## config.mk

```make
export PLATFORM = sky130hd
export DESIGN_NAME = feistel_block_cipher_32_flat
export DESIGN_NICKNAME = d
export VERILOG_FILES = /design/src/rtl/fbc32_pkg.sv /design/src/rtl/fbc32_in_if.sv /design/src/rtl/fbc32_out_if.sv /design/src/rtl/fbc32_round.sv /design/src/rtl/feistel_block_cipher_32.sv /design/src/flat_wrapper.sv
export VERILOG_INCLUDE_DIRS = /design/src /design/src/rtl
export SDC_FILE = /design/constraint.sdc
export NUM_CORES = 1
export LEC_CHECK = 0
export ABC_AREA = 1
export BUFFER_PORTS_ARGS = -buffer_cell sky130_fd_sc_hd__buf_4
export CAP_MARGIN = 5
export CORE_ASPECT_RATIO = 0.5
export CORE_MARGIN = 3
export CORE_UTILIZATION = 39
export CTS_BUF_LIST = sky130_fd_sc_hd__clkbuf_4 sky130_fd_sc_hd__clkbuf_8
export DETAILED_ROUTE_END_ITERATION = 10
export HOLD_SLACK_MARGIN = 0.06
export REMOVE_ABC_BUFFERS = 1
export SLEW_MARGIN = 10
export SYNTH_ARGS = -nofsm -noshare
export SYNTH_HDL_FRONTEND = slang
export SYNTH_SLANG_ARGS = --single-unit
```

## constraint.sdc

```tcl
create_clock -name clk_i -period 14.9 [get_ports clk_i]
set_clock_uncertainty 0.1 [all_clocks]
set_input_delay 2.98 -clock clk_i [delete_from_list [all_inputs] [get_ports clk_i]]
set_output_delay 2.98 -clock clk_i [all_outputs]
set_load 0.01 [all_outputs]
```

## src/rtl/feistel_block_cipher_32_macros.svh

```systemverilog
// ----------------------------------------------------------------------------
// Feistel block cipher 32 - assertion macros
// Shared concurrent assertion forms, sampled on the rising clock edge and
// held off while the asynchronous reset is asserted.
// ----------------------------------------------------------------------------
`ifndef FEISTEL_BLOCK_CIPHER_32_MACROS_SVH
`define FEISTEL_BLOCK_CIPHER_32_MACROS_SVH

// Same-cycle implication.
`define FBC32_ASSERT_IMPL(lbl, clk, rst_n, ante, cons) \
  lbl: assert property (@(posedge clk) disable iff (!(rst_n)) (ante) |-> (cons)) \
    else $error("fbc32 same-cycle check failed");

// Next-cycle implication.
`define FBC32_ASSERT_NEXT(lbl, clk, rst_n, ante, cons) \
  lbl: assert property (@(posedge clk) disable iff (!(rst_n)) (ante) |=> (cons)) \
    else $error("fbc32 next-cycle check failed");

`endif

```

## src/rtl/fbc32_pkg.sv

```systemverilog
// ----------------------------------------------------------------------------
// Feistel block cipher 32 - package
// Widths, payload types and the byte swap shared across the design.
// ----------------------------------------------------------------------------
`timescale 1ns / 1ps

package fbc32_pkg;

  localparam int unsigned HalfW     = 16;
  localparam int unsigned BlkW      = 2 * HalfW;
  localparam int unsigned KeyW      = 64;
  localparam int unsigned KeyRot    = 4;
  localparam int unsigned NumRounds = 4;

  typedef logic [HalfW-1:0] half_t;
  typedef logic [BlkW-1:0]  blk_t;
  typedef logic [KeyW-1:0]  key_t;

  // Swap the two bytes of a half.
  function automatic half_t bswap16(input half_t v);
    return {v[7:0], v[15:8]};
  endfunction

endpackage

```

## src/rtl/fbc32_in_if.sv

```systemverilog
// ----------------------------------------------------------------------------
// Feistel block cipher 32 - input channel
// Valid/ready channel that carries one plaintext item.
// ----------------------------------------------------------------------------
`timescale 1ns / 1ps

interface fbc32_in_if;
  logic                valid;
  logic                ready;
  fbc32_pkg::blk_t     data_block;

  modport source (output valid, output data_block, input ready);
  modport sink   (input valid, input data_block, output ready);
endinterface

```

## src/rtl/fbc32_out_if.sv

```systemverilog
// ----------------------------------------------------------------------------
// Feistel block cipher 32 - output channel
// Valid/ready channel that carries one transformed item.
// ----------------------------------------------------------------------------
`timescale 1ns / 1ps

interface fbc32_out_if;
  logic                valid;
  logic                ready;
  fbc32_pkg::blk_t     result_block;

  modport source (output valid, output result_block, input ready);
  modport sink   (input valid, input result_block, output ready);
endinterface

```

## src/rtl/fbc32_round.sv

```systemverilog
// ----------------------------------------------------------------------------
// Feistel block cipher 32 - round
// One round pair: L ^= R + ka, then R ^= L + kb, all modulo 2^16.
// ----------------------------------------------------------------------------
`timescale 1ns / 1ps

module fbc32_round (
  input  fbc32_pkg::half_t l_i,
  input  fbc32_pkg::half_t r_i,
  input  fbc32_pkg::half_t ka_i,
  input  fbc32_pkg::half_t kb_i,
  output fbc32_pkg::half_t l_o,
  output fbc32_pkg::half_t r_o
);
  import fbc32_pkg::*;

  half_t l_mix;

  assign l_mix = l_i ^ half_t'(r_i + ka_i);
  assign l_o   = l_mix;
  assign r_o   = r_i ^ half_t'(l_mix + kb_i);

endmodule

```

## src/rtl/feistel_block_cipher_32.sv

```systemverilog
// ----------------------------------------------------------------------------
// Feistel block cipher 32 - top level
// Four-round 16-bit-half Feistel transform of 32-bit items under a 64-bit key.
// ----------------------------------------------------------------------------
// Each item is held in the input register and then moves to the result
// register, with all four rounds in one combinational pass between them;
// an item stays in the input register while the result register is full
// and not drained. A new item is taken every cycle as long as
// the result side keeps up; when the consumer stalls, the result register and
// then the input register fill, and data_i.ready drops only once both hold an
// item. The key is a plain register written through key_we_i/key_wdata_i and
// must only be changed while no item is in flight. Subkeys are the key rotated
// left by four bits, split into four 16-bit words k1..k4 (k1 highest), used
// as (k1,k2), (k3,k4), (k4,k3), (k2,k1) over the four rounds. Between rounds
// the halves trade places with their bytes swapped; after the last round they
// trade places once more without a swap.
// ----------------------------------------------------------------------------
`timescale 1ns / 1ps
`include "feistel_block_cipher_32_macros.svh"

module feistel_block_cipher_32 (
  input  logic               clk_i,
  input  logic               rst_ni,
  input  logic               key_we_i,
  input  fbc32_pkg::key_t    key_wdata_i,
  fbc32_in_if.sink           data_i,
  fbc32_out_if.source        result_o
);
  import fbc32_pkg::*;

  // Key register and subkey schedule (rotation is pure wiring).
  key_t  key_q;
  key_t  rot_key;
  half_t k1, k2, k3, k4;
  half_t ka [NumRounds];
  half_t kb [NumRounds];

  // Input stage.
  logic  s1_valid_q, s1_valid_d;
  blk_t  s1_data_q, s1_data_d;
  logic  s1_adv;
  logic  in_fire;

  // Result stage.
  logic  out_valid_q, out_valid_d;
  blk_t  out_data_q, out_data_d;

  // Round datapath.
  half_t rnd_l_in  [NumRounds];
  half_t rnd_r_in  [NumRounds];
  half_t rnd_l_out [NumRounds];
  half_t rnd_r_out [NumRounds];

  always_ff @(posedge clk_i or negedge rst_ni) begin
    if (!rst_ni) begin
      key_q <= '0;
    end else if (key_we_i) begin
      key_q <= key_wdata_i;
    end
  end

  assign rot_key = {key_q[KeyW-KeyRot-1:0], key_q[KeyW-1:KeyW-KeyRot]};
  assign k1 = rot_key[4*HalfW-1:3*HalfW];
  assign k2 = rot_key[3*HalfW-1:2*HalfW];
  assign k3 = rot_key[2*HalfW-1:HalfW];
  assign k4 = rot_key[HalfW-1:0];

  assign ka[0] = k1; assign kb[0] = k2;
  assign ka[1] = k3; assign kb[1] = k4;
  assign ka[2] = k4; assign kb[2] = k3;
  assign ka[3] = k2; assign kb[3] = k1;

  // Handshake: advance stage 1 whenever the result register is free or drains.
  assign s1_adv       = !out_valid_q || result_o.ready;
  assign data_i.ready = !s1_valid_q || s1_adv;
  assign in_fire      = data_i.valid && data_i.ready;

  always_comb begin
    s1_valid_d = s1_valid_q;
    s1_data_d  = s1_data_q;
    if (data_i.ready) begin
      s1_valid_d = data_i.valid;
      s1_data_d  = data_i.data_block;
    end
  end

  always_ff @(posedge clk_i or negedge rst_ni) begin
    if (!rst_ni) begin
      s1_valid_q <= 1'b0;
    end else begin
      s1_valid_q <= s1_valid_d;
    end
  end

  // Payload register: load only on acceptance.
  always_ff @(posedge clk_i) begin
    if (in_fire) begin
      s1_data_q <= s1_data_d;
    end
  end

  // Four round pairs; cross the halves with a byte swap between them.
  assign rnd_l_in[0] = s1_data_q[BlkW-1:HalfW];
  assign rnd_r_in[0] = s1_data_q[HalfW-1:0];

  for (genvar g = 0; g < NumRounds; g++) begin : g_round
    fbc32_round u_round (
      .l_i  (rnd_l_in[g]),
      .r_i  (rnd_r_in[g]),
      .ka_i (ka[g]),
      .kb_i (kb[g]),
      .l_o  (rnd_l_out[g]),
      .r_o  (rnd_r_out[g])
    );
    if (g < NumRounds - 1) begin : g_cross
      assign rnd_l_in[g+1] = bswap16(rnd_r_out[g]);
      assign rnd_r_in[g+1] = bswap16(rnd_l_out[g]);
    end
  end

  // Final trade of halves, no byte swap.
  always_comb begin
    out_valid_d = out_valid_q;
    out_data_d  = {rnd_r_out[NumRounds-1], rnd_l_out[NumRounds-1]};
    if (s1_adv) begin
      out_valid_d = s1_valid_q;
    end
  end

  always_ff @(posedge clk_i or negedge rst_ni) begin
    if (!rst_ni) begin
      out_valid_q <= 1'b0;
    end else begin
      out_valid_q <= out_valid_d;
    end
  end

  always_ff @(posedge clk_i) begin
    if (s1_adv && s1_valid_q) begin
      out_data_q <= out_data_d;
    end
  end

  assign result_o.valid        = out_valid_q;
  assign result_o.result_block = out_data_q;

  // An accepted item lands in the input stage.
  `FBC32_ASSERT_NEXT(a_in_lands, clk_i, rst_ni, in_fire, s1_valid_q)
  // An item in stage 1 moves to the result register when it may.
  `FBC32_ASSERT_NEXT(a_s1_moves, clk_i, rst_ni, s1_valid_q && s1_adv, out_valid_q)
  // A blocked stage 1 keeps its item.
  `FBC32_ASSERT_NEXT(a_s1_holds, clk_i, rst_ni, s1_valid_q && !s1_adv,
                     s1_valid_q && $stable(s1_data_q))
  // Never take an item while both stages are full and stalled.
  `FBC32_ASSERT_IMPL(a_no_overrun, clk_i, rst_ni, s1_valid_q && !s1_adv, !data_i.ready)

endmodule

```

## src/flat_wrapper.sv

```systemverilog
// flat-port wrapper written by rule: the top's interface ports become plain ports
module feistel_block_cipher_32_flat import fbc32_pkg::*;
  (clk_i, rst_ni, key_we_i, key_wdata_i, data_i_valid, data_i_data_block, data_i_ready, result_o_valid, result_o_result_block, result_o_ready);
  fbc32_in_if data_i_i ();
  fbc32_out_if result_o_i ();
  input  logic clk_i;
  input  logic rst_ni;
  input  logic key_we_i;
  input  fbc32_pkg::key_t key_wdata_i;
  input wire logic [$bits(data_i_i.valid)-1:0] data_i_valid;
  input wire logic [$bits(data_i_i.data_block)-1:0] data_i_data_block;
  output wire logic [$bits(data_i_i.ready)-1:0] data_i_ready;
  output wire logic [$bits(result_o_i.valid)-1:0] result_o_valid;
  output wire logic [$bits(result_o_i.result_block)-1:0] result_o_result_block;
  input wire logic [$bits(result_o_i.ready)-1:0] result_o_ready;
  assign data_i_i.valid = data_i_valid;
  assign data_i_i.data_block = data_i_data_block;
  assign data_i_ready = data_i_i.ready;
  assign result_o_valid = result_o_i.valid;
  assign result_o_result_block = result_o_i.result_block;
  assign result_o_i.ready = result_o_ready;
  feistel_block_cipher_32 u_core (.clk_i(clk_i), .rst_ni(rst_ni), .key_we_i(key_we_i), .key_wdata_i(key_wdata_i), .data_i(data_i_i), .result_o(result_o_i));
endmodule
```

# == After elaboration in Yosys (flattened, before gate mapping) ==
# Index checks and enable logic that the tools add are counted.
# Widths: inputs -> output; s select.
# classes
bitwise_logic,8
add_sub_neg,8
n_reduce_logical,7
# op_table
op,count
$add 16x16->16,8
$xor 16x16->16,8
$logic_and 1x1->1,2
$logic_not 1->1,2
$logic_or 1x1->1,2
$reduce_and 2->1,1
# totals
register_bits,130
wordCells,28
output_inout_bits,34
in_bits,101

# == Logic depth before layout (Yosys ltp) ==
# logic_depth
ltp_word,13
mapped_depth,67
mapped_depth_nobuf,67

# == Modules after synthesis ==
# Synthesis repeated with hierarchy kept, for this count alone.
# hier_totals
hier_cells,1548
hier_area_um2,12508.2
# modules_own_cells
module,instances,area_each_um2,seq_area_each_um2,cells_per_inst
feistel_block_cipher_32,1,4862.2,3573.4,346
fbc32_round at u_core.g_round[3].u_round,1,1933.1,0.0,304
fbc32_round at u_core.g_round[1].u_round,1,1916.8,0.0,304
fbc32_round at u_core.g_round[0].u_round,1,1901.8,0.0,299
fbc32_round at u_core.g_round[2].u_round,1,1894.3,0.0,295

# == Worst setup path before layout ==
# Ideal clock, no wire load.
# synth_timing
path_type,register to register
from,register u_core.s1_data_q[0]
to,"register u_core.out_data_q[30], in the netlist u_core.result_o.result_block[30], data pin"
n_path_buf,0
setup_ns,0.252
arrival_ns,7.845
setup_slack_ns,6.702
stages_incl_launch_ff,51
synth_period_minus_slack_ns,8.198
t_required_ns,14.548
path_cell_list,edfxtp_1 -> ha_1 -> inv_1 -> fa_1 -> nand3b_1 -> nand2_1 -> inv_1 -> o21ai_2 -> a21oi_2 -> o21ai_0 -> xor2_1 -> inv_1 -> ha_1 -> nand2_1 -> nor2_1 -> nor2_1 -> o311ai_0 -> xnor2_1 -> [15 not listed] -> o21ai_0 -> a21o_1 -> a21o_1 -> a21oi_1 -> xor2_1 -> nand3_1 -> nand2_1 -> inv_1 -> fa_1 -> o21ai_0 -> nand4_1 -> nand3_1 -> a21oi_1 -> nor2_1 -> nor2_1 -> xor2_1 -> nand3b_1 -> nand2_1
# synth_via
elab_chain_cells,13
elab_cells_between_ends,16
cone_classes,add/sub: 8; bitwise: 8
# synth_rtl
item,line_no,text
from (decl),feistel_block_cipher_32.sv:40,"blk_t s1_data_q, s1_data_d;"
from (signal assigned),feistel_block_cipher_32.sv:98,s1_data_q <= s1_data_d;
$add 16x16->16,fbc32_round.sv:19,assign l_mix = l_i ^ half_t'(r_i + ka_i);
$xor 16x16->16,fbc32_round.sv:19,
$add 16x16->16,fbc32_round.sv:21,assign r_o = r_i ^ half_t'(l_mix + kb_i);
$xor 16x16->16,fbc32_round.sv:21,
$xor 16x16->16,fbc32_round.sv:19,
$add 16x16->16,fbc32_round.sv:21,
$xor 16x16->16,fbc32_round.sv:21,
$xor 16x16->16,fbc32_round.sv:19,
$add 16x16->16,fbc32_round.sv:21,
$xor 16x16->16,fbc32_round.sv:21,
$xor 16x16->16 *,fbc32_round.sv:19,
net u_core.g_round[3].u_round.l_o[1],fbc32_round.sv:12,"output fbc32_pkg::half_t l_o,"
$add 16x16->16 *,fbc32_round.sv:21,
$xor 16x16->16 *,fbc32_round.sv:21,
net u_core.g_round[3].u_round.r_o[14],fbc32_round.sv:13,output fbc32_pkg::half_t r_o
to (signal assigned),feistel_block_cipher_32.sv:140,out_data_q <= out_data_d;
to (decl),feistel_block_cipher_32.sv:46,"blk_t out_data_q, out_data_d;"
# Mark *: on every way through the listed nets, which the timed path passes. The rest lies on a longest branch.
# A chain may end at the register's enable or synchronous reset.

# == Worst setup path after layout ==
# layout_timing
from,register u_core.key_q[44]
to,"register u_core.out_data_q[22], in the netlist u_core.result_o.result_block[22], data pin"
# layout_via
elab_chain_cells,13
elab_cells_between_ends,16
cone_classes,add/sub: 8; bitwise: 8
# layout_rtl
item,line_no,text
from (decl),feistel_block_cipher_32.sv:32,key_t key_q;
from (signal assigned),feistel_block_cipher_32.sv:58,key_q <= key_wdata_i;
$add 16x16->16 *,fbc32_round.sv:19,
$xor 16x16->16 *,fbc32_round.sv:19,
$add 16x16->16,fbc32_round.sv:21,
$xor 16x16->16,fbc32_round.sv:21,
$xor 16x16->16,fbc32_round.sv:19,
$add 16x16->16,fbc32_round.sv:21,
$xor 16x16->16,fbc32_round.sv:21,
$xor 16x16->16,fbc32_round.sv:19,
$add 16x16->16,fbc32_round.sv:21,
$xor 16x16->16,fbc32_round.sv:21,
$xor 16x16->16 *,fbc32_round.sv:19,
net u_core.g_round[3].u_round.l_o[1],fbc32_round.sv:12,
$add 16x16->16 *,fbc32_round.sv:21,
$xor 16x16->16 *,fbc32_round.sv:21,
net u_core.g_round[3].u_round.r_o[6],fbc32_round.sv:13,
# Marks and branches as above.

==> results_dict.tcl <==
set metrics [dict create \
    rsz0062_at_grt "false" \
    netlist_area_mm2 0.0116 \
    crit_path_max_incr_delay_ns 0.79 \
    initial_core_util 0.407 \
    dr.pass1.iters 5 \
    cts_tree "built" \
    worst-path-max-fanout 4 \
    synth.area.top_cells "edfxtp_1 17%, dfrtp_1 14%, ha_1 14%, nand2_1 9.6%, xor2_1 8.8%" \
    grt_use_met2 0.373 \
    top_usage_layer "met1" \
    drive_gt1_frac 0.172 \
    antenna_found_initial 0 \
    synth_area_per_cell_um2 8.48 \
    syn-instance-count 1366 \
    clock.fmax_ghz 0.0822 \
    die_area_mm2 0.0319 \
    cp.required_ns 15.01 \
    grtUsageMet1 0.383 \
    diodes 0 \
    clockRootBuffer "clkbuf_8" \
    cap_violations 0 \
    synth_top_area_cell "edfxtp_1" \
    synth_ff_type "dfrtp_1" \
    grt_first_pass_wirelength_um 61600 \
    grt-ovfl-total 0 \
    hold_violations 0 \
    r2r_start "u_core.key_q[44]" \
    yosys_warnings 0 \
    vias_per_cell 5.39 \
    holdPathStages 2 \
    ios 135 \
    worstHoldEndpoint "u_core.result_o.valid" \
    path_common_cell "nand2_1" \
    regToRegSetupSlack_ns 2.74 \
    grt_pass1_vias 10000 \
    layout_min_cycle_time_ns 12.16 \
    synth_simple_gate_area_share 0.174 \
    clockBufferDepth 2 \
    slew_violations 0 \
    gp_congestion 1.01 \
    grt_max_degree 71 \
    synth_top_area_frac 0.166 \
    clock-sinks 130 \
    htree_num_levels 4 \
    end_kind "flop" \
    coreArea_mm2 0.0285 \
    ys_seq_area_frac 0.308 \
    final_area_mm2 0.0135 \
    dp_hpwl_um 34700 \
    drt-initial-drc-count 1140 \
    vias 10300 \
    postCtsHoldBufs 0 \
    min_from "u_core.s1_valid_q" \
    insertion_delay_ns 0.50 \
    reg2reg_depth 44 \
    clk_transition_reported_paths_ns 0.09 \
    ys_seq_elements 130 \
    maxSlewHeadroom 0.330 \
    ant_nets 0 \
    crit_slowest_cell "xor2_1" \
    area_growth_syn_to_layout_pct 16.7 \
    synth_top_family_by_area "simple AND/OR/NAND/NOR gates" \
    synth_fa_ha_area_frac 0.151 \
    cts_made_buffers 17 \
    async_flop_share 0.508 \
    arrival_ns 12.28 \
    dpl_cell_area_mm2 0.0131 \
    crit_type "flop to flop" \
    cts_setup_buffers 0 \
    synth-compound-area-share 0.105 \
    final_cells 1909 \
    status "finished, final reports clean" \
    drc_errors 0 \
    synth_xor_area_frac 0.150 \
    tightest_slew_ns 0.998 \
    grt_use_met3 0.0902 \
    synth.area.mux_share 0.0564 \
    die_width_um 250 \
    wl_per_cell_um 21.9 \
    synth_edf_count 64 \
    timing.rr.end "u_core.result_o.result_block[22]" \
    hp-class "flop to flop" \
    rows 43 \
    grtUsageTotal 0.263 \
    layout.nets 1750 \
    finalSetupTns_ns 0 \
    die_h_um 128 \
    fin_crit_sh 0.816 \
    drt_wl_total_um 41800 \
    cts_resized 0 \
    placed_cells 1877 \
    cp-start-kind "flop" \
    port_buffers 134 \
    setup_viol 0 \
    yosys.cell_types.count 44 \
]
## per-layer routing
layer	routed length (um)	vias up
met1	20300	4958
met4	617	0
met2	16600	388
met5	0	-
met3	4290	43
li1	-	4891
## critical path: cells and delay by family (launching register included)
family / cells / cell delay [ns]
AOI/OAI and AO/OA: 11 / 2.64
and+or+nand+nor: 14 / 2.38
DFF: 1 / 0.39
buffers and inverters: 5 / 0.40
xor gates and xnor gates: 7 / 3.26
adders and majority gates: 7 / 2.67
## how the worst max path moves through the flow
stage	from	slack [ns]	endpoint	cells after the start
floorplan	u_core.s1_data_q[0]	6.70	u_core.result_o.result_block[30]	50
global placement	u_core.key_q[44]	3.38	u_core.result_o.result_block[30]	48
detailed placement	u_core.key_q[44]	3.46	u_core.result_o.result_block[22]	46
finish	u_core.key_q[44]	2.74	u_core.result_o.result_block[22]	44
global route	u_core.key_q[44]	2.30	u_core.result_o.result_block[30]	48
CTS	u_core.key_q[44]	3.35	u_core.result_o.result_block[22]	46
## state kept, by name, summed over array words and instances, names as in the netlist
name,count
u_core.key_q,64
u_core.result_o.result_block,32
u_core.s1_data_q,32
u_core.result_o.valid,1
u_core.s1_valid_q,1
## cell type report
type | instances | area [um2]
tap | 382 | 478
multi-input combinational | 1064 | 7380
clock buffer | 18 | 248
clock inverter | 14 | 200
timing repair buffer | 137 | 1030
sequential | 130 | 3570
inverter | 164 | 616
fill | 2722 | 14900
## per-stage QoR
| stage | util | worst slack (ns) | hold WS, ns |
|---|---|---|---|
| after floorplan | - | 6.70 | 0.347 |
| after global placement | 0.459 | 3.38 | 0.387 |
| after detailed placement | 0.459 | 3.46 | 0.406 |
| after CTS | 0.475 | 3.35 | 0.429 |
| after global routing | 0.475 | 2.30 | 0.465 |
| final | 0.475 | 2.74 | 0.423 |
## layout by cell type (no fill, tap or decap), drive strengths merged, types with 2 or more instances in the layout
cell,instances
clkinvlp,3
a21o,22
nand4,9
nor3,9
xor2,120
buf,137
ha,127
nand3b,11
nand2,306
a211oi,5
or2,11
nor2,51
a21oi,108
bufinv,4
nand3,73
o21a,6
a21boi,2
a31oi,6
edfxtp,64
o21bai,8
o311ai,2
dfrtp,66
nor4,2
clkbuf,18
clkinv,3
o211ai,4
fa,8
inv,168
o21ai,39
mux2,58
xnor2,73
## Yosys cell counts (all sizes together) (6+ instances only)
library cell  number
edfxtp            64
a31oi              6
nand4              9
o21ai             39
clkbuf             8
a21o              22
nand3             73
nor3               9
a21oi            108
xnor2             73
inv              164
or2               11
nand2            306
dfrtp             66
o21a               6
ha               127
xor2             120
mux2              58
o21bai             8
nand3b            11
nor2              51
fa                 8
## logic make-up after synthesis
kind of cell | Yosys count
flops | 130
buf+inv | 172
simple gates | 472
mux | 58
compound gates | 206
fa+ha+maj | 135
xor+xnor | 193
Power is left out: the tool's default activity adds up to more than one toggle a clock period on the data nets, which glitch-free logic cannot reach.
